<file path="src/hw/rtl/ebr_pkg.sv">
package ebr_pkg;

    // Default sizes for the top-level parameters.
    localparam int ANGLE_BITS_DEF  = 16;
    localparam int VECTOR_BITS_DEF = 16;
    localparam int TRIG_STAGES_DEF = 16;
    localparam int MAX_STAGES      = 24;

    // Angles are degrees times 128.
    localparam int HALF_TURN    = 23040;
    localparam int FULL_TURN    = 46080;
    localparam int QUARTER_TURN = 11520;

    // Width of a reduced angle; it holds values up to twice a full turn.
    localparam int RES_BITS = 18;

    // Degrees times 128 to degrees times 2^24.
    localparam int CORDIC_SHIFT = 17;

    // CORDIC datapath widths: x and y are Q30, z is degrees times 2^24.
    localparam int XY_BITS   = 33;
    localparam int Z_BITS    = 34;
    localparam int INV_GAIN  = 652032874;

    // Rounded sine and cosine are Q15.
    localparam int TRIG_FRAC = 15;
    localparam int TRIG_BITS = 18;
    localparam int PAIR_BITS = 32;

    // Register stages in front of and behind the CORDIC chain.
    localparam int WRAP_LAT = 3;
    localparam int MAT_LAT  = 6;

    // Arctangent of 2^-i in degrees times 2^24.
    localparam logic signed [Z_BITS-1:0] ATAN_TAB [MAX_STAGES] = '{
        34'sd754974720, 34'sd445687602, 34'sd235489088, 34'sd119537938,
        34'sd60000934,  34'sd30029717,  34'sd15018522,  34'sd7509720,
        34'sd3754917,   34'sd1877466,   34'sd938734,    34'sd469367,
        34'sd234684,    34'sd117342,    34'sd58671,     34'sd29335,
        34'sd14668,     34'sd7334,      34'sd3667,      34'sd1833,
        34'sd917,       34'sd458,       34'sd229,       34'sd115
    };

    // One CORDIC lane: rotation state plus the cosine sign flag.
    typedef struct packed {
        logic                      neg;
        logic signed [XY_BITS-1:0] x;
        logic signed [XY_BITS-1:0] y;
        logic signed [Z_BITS-1:0]  z;
    } ebr_lane_t;

endpackage

</file>
<file path="src/hw/rtl/ebr_cell.sv">
module ebr_cell #(
    parameter int STAGE = 0
) (
    input  logic                     aclk,
    input  logic                     en,
    input  ebr_pkg::ebr_lane_t [2:0] lane_in,
    output ebr_pkg::ebr_lane_t [2:0] lane_out
);
    import ebr_pkg::*;

    ebr_lane_t [2:0]           lane_reg, lane_next;
    logic signed [XY_BITS-1:0] dx [3];
    logic signed [XY_BITS-1:0] dy [3];

    // One CORDIC micro-rotation on each of the three angle lanes.
    always_comb begin
        for (int i = 0; i < 3; i++) begin
            dx[i] = lane_in[i].y >>> STAGE;
            dy[i] = lane_in[i].x >>> STAGE;
            lane_next[i].neg = lane_in[i].neg;
            if (!lane_in[i].z[Z_BITS-1]) begin
                lane_next[i].x = lane_in[i].x - dx[i];
                lane_next[i].y = lane_in[i].y + dy[i];
                lane_next[i].z = lane_in[i].z - ATAN_TAB[STAGE];
            end else begin
                lane_next[i].x = lane_in[i].x + dx[i];
                lane_next[i].y = lane_in[i].y - dy[i];
                lane_next[i].z = lane_in[i].z + ATAN_TAB[STAGE];
            end
        end
    end

    always_ff @(posedge aclk) begin
        if (en) begin
            lane_reg <= lane_next;
        end
    end

    assign lane_out = lane_reg;

endmodule

</file>
<file path="config.mk">
export PLATFORM = sky130hd
export DESIGN_NAME = ebr_cell
export DESIGN_NICKNAME = d
export VERILOG_FILES = /design/src/hw/rtl/ebr_pkg.sv /design/src/hw/rtl/ebr_cell.sv
export SDC_FILE = /design/constraint.sdc
export NUM_CORES = 1
export LEC_CHECK = 0
export BUFFER_PORTS_ARGS = -buffer_cell sky130_fd_sc_hd__buf_4
export CAP_MARGIN = 20
export CORE_ASPECT_RATIO = 1.75
export CORE_MARGIN = 2
export CORE_UTILIZATION = 48
export DETAILED_ROUTE_END_ITERATION = 7
export HOLD_SLACK_MARGIN = 0.05
export PLACE_DENSITY = 0.81
export SYNTH_ARGS = -nofsm -noshare
export SYNTH_HDL_FRONTEND = slang
export SYNTH_SLANG_ARGS = --single-unit
</file>
<file path="constraint.sdc">
create_clock -name aclk -period 3.5 [get_ports aclk]
set_input_delay 0.35 -clock aclk [delete_from_list [all_inputs] [get_ports aclk]]
set_output_delay 0.35 -clock aclk [all_outputs]
set_load 0.005 [all_outputs]
</file>
# Yosys cells after proc, flatten, opt, wreduce, memory -nomap -nowiden

Cells that the tools add are included.
W data, S select, Z words.

Output and inout port bits: 303
Flip-flop bits (word level): 303
Word-level logic and storage cells: 30
Input bits: 305

Mux-type cells: 3
Add/sub/neg operators: 15

Operators with widths:

| cell                     | count |
|---|---|
| $mux W100                | 3 |
| $sub A33 B33 Y33         | 6 |
| $add A34 B31 Y34 const B | 3 |
| $sub A34 B31 Y34 const B | 3 |
| $add A33 B33 Y33         | 3 |

# Longest topological paths before layout

Gate-level depths: netlist of the first run.

Depth in word-level cells: 2
Gate-level depth with buffers: 13
Gate-level depth less buffers: 12

# Worst setup path after synthesis of the first run

OpenSTA, ideal clock, no wires.

Path kind: input to register
Start: input lane_in[135] (netlist name)
End: register lane_reg (netlist bit lane_out[165]) (data pin)
Library setup time: 0.269 ns
Data required time: 3.231 ns
Arrival: 2.618 ns
Cell stages on the path: 11
Slack: 0.613 ns
Cells stage by stage: ha_1 fa_1 nor2b_1 o221ai_2 a31oi_1 a211oi_2 o31ai_2 a41o_1 a221o_1 a22oi_1 xor2_1

RTL lines:

| element              | line           | source |
|---|---|---|
| start, declared      | ebr_cell.sv:6  | `input ebr_pkg::ebr_lane_t [2:0] lane_in,` |
| end signal, assigned | ebr_cell.sv:35 | `lane_reg <= lane_next;` |
| end, declared        | ebr_cell.sv:11 | `ebr_lane_t [2:0] lane_reg, lane_next;` |

==> flow_summary_export.csv, run 1 <==
group,metric,value,unit
worst_hold_path,worstHoldPathType,"input port to flip-flop",
yosys,synth_area,26530,um2
global_route,met1_usage,33.14,%
sta,relSlewSlack,30.29,%
die,die_h,315.0,um
sta,timing.fmax,332.9,MHz
power_and_ir_drop,power.density,390.3,nW/um2
critical_path,cp-start-kind,"input port",
place,dp_slack,58.46,ps
die,ios,608,
cts,h-tree-depth,1,
sta,fin_crit,3004,ps
global_route,grt_pass1_wl,149400,um
cts,clk_pin_slew,70,ps
critical_path,endpoint_kind,"flip-flop",
sta,worst_pin_slew,1029,ps
route,drt_iter0_markers,1912,
cts,cts_buffers,31,
critical_path,worstSetupPathType,"input port to flip-flop",
place,hpwl,79640,um
die,start_util,48.31,%
sta,final-hold-violation-count,0,
yosys,ys_async_sr_fraction,0,%
cts,clockRootBuffer,"clkbuf_16",
final_layout,layout.nets,4320,
sta,fin_setup_tns,0,ps
power_and_ir_drop,p_leak,15.56,nW
cts,hold_buffers,78,
cts,tritoncts,"done",
global_route,busiest_layer,"met2",
sta,slew_viol_final,0,
global_route,grt_max_degree,87,
cts,cts_resized,0,
route,firstDrtPassIters,7,
route,drcViolationCount,0,
critical_path,critPathArrivalTime,3350,ps
die,fp.coreArea,54920,um2
cts,postCtsSetupRepairBufs,0,
die,die_area,57240,um2
final_layout,area_growth,29.37,%
sta,setup_ws,496.3,ps
route,num_vias,26058,
cts,cts_buffer_depth,3,
status,outcome,"complete, no violations",
final_layout,drive_above_1_share,22.92,%
critical_path,worstPathMaxFanout,8,
die,rows,114,
sta,finalCritPeriodShare,85.82,%
yosys,syn_nets,3587,
yosys,ys_types,92,
sta,rsz0062_at_grt,"no",
global_route,gr-usage-all-layers,33.96,%
place,portBuffers,607,
sta,setup_viol,0,
global_route,grt_pass1_vias,26580,
global_route,met2_usage,62.89,%
route,ant_nets,0,
yosys,synth-seq-cells,300,
yosys,yosysSeqAreaShare,33.95,%
route,wl_per_cell,22.99,um
route,wirelength,101500,um
yosys,synth-main-ff-cell,"edfxtp_1",
die,die_w,181.7,um
route,vias_per_cell,5.903,
yosys,syn_inst,2958,
global_route,gr-usage-met3,7.000,%
power_and_ir_drop,worst_ir_drop_vdd,0.0004094,V
global_route,grt.overflow.total,0,
cts,clock_sinks,300,
final_layout,largest_reg_flops,300,
yosys,synth_edf_count,300,
yosys,avgSynthCellArea,8.969,um2
critical_path,crit_required,3850,ps
global_route,antenna_found_initial,9,
place,place_congestion,1.094,
flow_run,max_cap_violations,0,
power_and_ir_drop,power,13.40,mW
yosys,yosysWarnings,0,
path summary, 6_finish.rpt:
check                       end         start  depth (start not counted)  slack, ps
hold / removal    lane_out[227]  lane_in[227]                          2         90
setup / recovery   lane_out[99]   lane_in[37]                         12        500
layer usage:
layer / up-vias / part of all wire, %
li1: 12047 / -
met1: 12114 / 33
met2: 1443 / 51
met3: 446 / 8.2
met4: 8 / 8.5
met5: - / 0.040
critical path: stages:
cell	delay [ps]
buf_4	90
inv_1	40
ha_1	390
nor2_1	190
o21ai_0	120
a21oi_1	650
o21ba_2	410
o2111ai_2	210
a21oi_1	290
o21ai_1	150
o31ai_1	330
xnor2_1	100
through the flow:
stage	utilization [%]	area [um2]	instances	hold slack, ps
floorplan	-	26530	2958	448.9
global placement	59.25	32540	4276	528.0
detailed placement	59.25	32540	4276	529.3
CTS	62.48	34310	4409	64.50
global route	62.50	34320	4413	82.48
finish	62.50	34320	4414	91.29
cell usage after synthesis, drive strengths merged (10+ instances only):
master	number	share of area, %
nand4	32	0.75
a31oi	26	0.66
o31ai	26	0.79
fa	12	0.91
or2	19	0.45
nor4	27	0.64
xnor2	176	5.8
a21o	63	1.8
o21bai	75	2.1
buf	57	1.1
clkbuf	73	1.0
o311ai	12	0.40
ha	312	15
xor2	32	1.1
a211oi	29	0.88
nand2b	26	0.61
nor2b	46	1.1
nor2	244	3.5
edfxtp	300	34
a221oi	13	0.48
mux2i	45	1.7
nor3	53	1.0
o21a	26	0.74
o31a	13	0.43
inv	313	4.4
a21oi	345	6.5
and2	11	0.26
or3	13	0.31
nand2	139	2.0
o21ai	181	3.4
nand3	34	0.64
o211ai	28	0.81
a21boi	14	0.40
a211o	10	0.33
cells by family after synthesis:
logic type / share of synthesized area [%]
mux: 1.698
flops: 33.95
buf+inv: 6.602
simple gates: 12.11
compound gates: 23.15
xor+xnor: 6.866
fa+ha+maj: 15.62
cells in the final DEF, fill, tap and decap left out, types with 32 or more instances in the layout:
| master | count |
|---|---|
| buf_4 | 748 |
| a21oi_1 | 345 |
| ha_1 | 312 |
| inv_1 | 309 |
| edfxtp_1 | 300 |
| nor2_1 | 244 |
| xnor2_1 | 176 |
| o21ai_0 | 162 |
| nand2_1 | 138 |
| dlygate4sd3_1 | 78 |
| o21bai_1 | 75 |
| a21o_1 | 63 |
| nor3_1 | 52 |
| nor2b_1 | 46 |
| mux2i_1 | 45 |
| nand3_1 | 34 |
| xor2_1 | 32 |
| nand4_1 | 32 |
power by group:
group          total [mW]  switching [mW]  leakage [nW]  internal [mW]
Combinational        5.16            2.87          12.1           2.29
Sequential           4.87           0.205          2.94           4.66
Clock                3.37            1.52         0.487           1.84
Total                13.4            4.60          15.6           8.80
cell type report:
cell class / instances / area, um2
clock buffers: 33 / 783.3
clock inverters: 22 / 212.7
diodes: 5 / 12.51
repair buffers: 830 / 6471
fillers: 4655 / 20590
well taps: 696 / 870.8
flip-flops and latches: 300 / 9009
inverters: 318 / 1194
multi-input cells: 2210 / 15770
Note: power is estimated with default switching activity, not from simulation.
==> run 2: changes to the inputs <==
--- a/config.mk
+++ b/config.mk
@@ -13,6 +13,7 @@
 export DETAILED_ROUTE_END_ITERATION = 7
 export HOLD_SLACK_MARGIN = 0.05
 export PLACE_DENSITY = 0.81
+export RECOVER_POWER = 25
 export SYNTH_ARGS = -nofsm -noshare
 export SYNTH_HDL_FRONTEND = slang
 export SYNTH_SLANG_ARGS = --single-unit
==> flow_summary_export.csv, run 2 (same netlist as run 1, synthesis figures left out) <==
group,metric,value,unit
sta,relSlewSlack,-48.79,%
global_route,gr-usage-met3,7.000,%
cts,h-tree-depth,1,
critical_path,endpoint_kind,"flip-flop",
global_route,busiest_layer,"met2",
place,place_congestion,1.094,
global_route,grt.overflow.total,0,
route,firstDrtPassIters,6,
route,drt_iter0_markers,1933,
die,die_w,181.7,um
global_route,grt_max_degree,87,
critical_path,worstPathMaxFanout,83,
route,drcViolationCount,0,
route,vias_per_cell,5.909,
cts,clockRootBuffer,"clkbuf_16",
cts,clock_sinks,300,
cts,cts_resized,0,
critical_path,cp_slowest_cell,"clkbuf_2",
cts,tritoncts,"done",
sta,timing.fmax,321.1,MHz
place,portBuffers,607,
cts,cts_buffer_depth,3,
sta,fin_setup_tns,0,ps
final_layout,fill_cells,4679,
global_route,grt_pass1_wl,149400,um
die,fp.coreArea,54920,um2
global_route,antenna_found_initial,9,
power_and_ir_drop,p_leak,15.49,nW
cts,postCtsSetupRepairBufs,0,
sta,setup_viol,0,
global_route,met2_usage,62.89,%
final_layout,stdcell_count,4414,
global_route,gr-usage-all-layers,33.96,%
die,die_area,57240,um2
flow_run,max_cap_violations,2,
critical_path,crit_path_frequent_cell,"clkbuf_2",
cts,hold_buffers,78,
final_layout,largest_reg_flops,300,
sta,worst_pin_slew,2232,ps
critical_path,cpPeakStageDelay,1540,ps
final_layout,utilization,62.35,%
sta,rsz0062_at_grt,"no",
die,ios,608,
sta,final-hold-violation-count,0,
route,wl_per_cell,23.00,um
status,violations,"capacitance limit, slew limit",
route,wirelength,101500,um
critical_path,crit_family,"buffers and inverters",
cts,cts_buffers,31,
die,rows,114,
global_route,grt_pass1_vias,26580,
critical_path,worstPathCellList,"clkbuf_2 > clkbuf_2",
final_layout,area_growth,29.05,%
place,dp_cells,4276,
cts,clk_pin_slew,60,ps
status,outcome,"complete, but fails checks",
place,hpwl,79640,um
final_layout,drive_above_1_share,22.60,%
final_layout,final_common_cell,"buf_4",
power_and_ir_drop,worst_ir_drop_vdd,0.0004070,V
sta,slew_viol_final,133,
route,ant_nets,0,
critical_path,critPathArrivalTime,3340,ps
sta,finalCritPeriodShare,88.97,%
critical_path,worstSetupPathType,"input port to flip-flop",
die,start_util,48.31,%
global_route,met1_usage,33.14,%
route,num_vias,26081,
critical_path,crit_buf_inv,2,
critical_path,cp-start-kind,"input port",
critical_path,crit_required,3720,ps
die,die_h,315.0,um
worst_hold_path,worstHoldPathType,"input port to flip-flop",
sta,fin_crit,3114,ps
power_and_ir_drop,power.density,390.9,nW/um2
final_layout,layout_common_cells,"665 x buf_4, 345 x a21oi_1, 312 x ha_1, 309 x inv_1, 300 x edfxtp_1",
final_layout,layout.nets,4320,
==> run 2: changes by cell type in the layout (fill, tap and decap cells not counted), sizes merged <==
cell	delta
clkbuf	+86
buf	-86
==> run 2: worst paths after layout <==
kind	slack (ps)	to	depth (start not counted)	startpoint
max	390	lane_out[38]	2	en
min	90	lane_out[227]	2	lane_in[227]
==> run 2: cell type report <==
class | instances | area, um2 | area share, %
sequential | 300 | 9009 | 26.31
multi-input combinational | 2210 | 15770 | 46.06
clock inverter | 22 | 212.7 | 0.6212
tap | 696 | 870.8 | 2.543
clock buffer | 33 | 783.3 | 2.288
inverter | 318 | 1194 | 3.486
antenna | 5 | 12.51 | 0.03654
timing repair buffer | 830 | 6386 | 18.65
==> run 2: stage by stage <==
stage          hold slack, ps  setup slack (ps)  power, mW  instance area, um2
2_1_floorplan           448.9             612.7      7.432               26530
6_report                92.71             386.0      13.39               34240
5_1_grt                 82.48             235.5      13.94               34240
3_3_place_gp            528.0             116.7      9.809               32540
3_5_place_dp            529.3             58.46      9.861               32540
4_1_cts                 64.50             712.1      13.32               34310
==> run 2: per-layer routing <==
metal	wire, um	vias up
li1	-	12054
met1	32950	12159
met2	51700	1430
met3	8342	430
met4	8487	8
met5	41	-
==> run 2: where the power goes <==
group,internal (mW),switching (mW)
clock,1.84,1.52
sequential,4.67,0.205
combinational,2.28,2.87
total,8.79,4.60
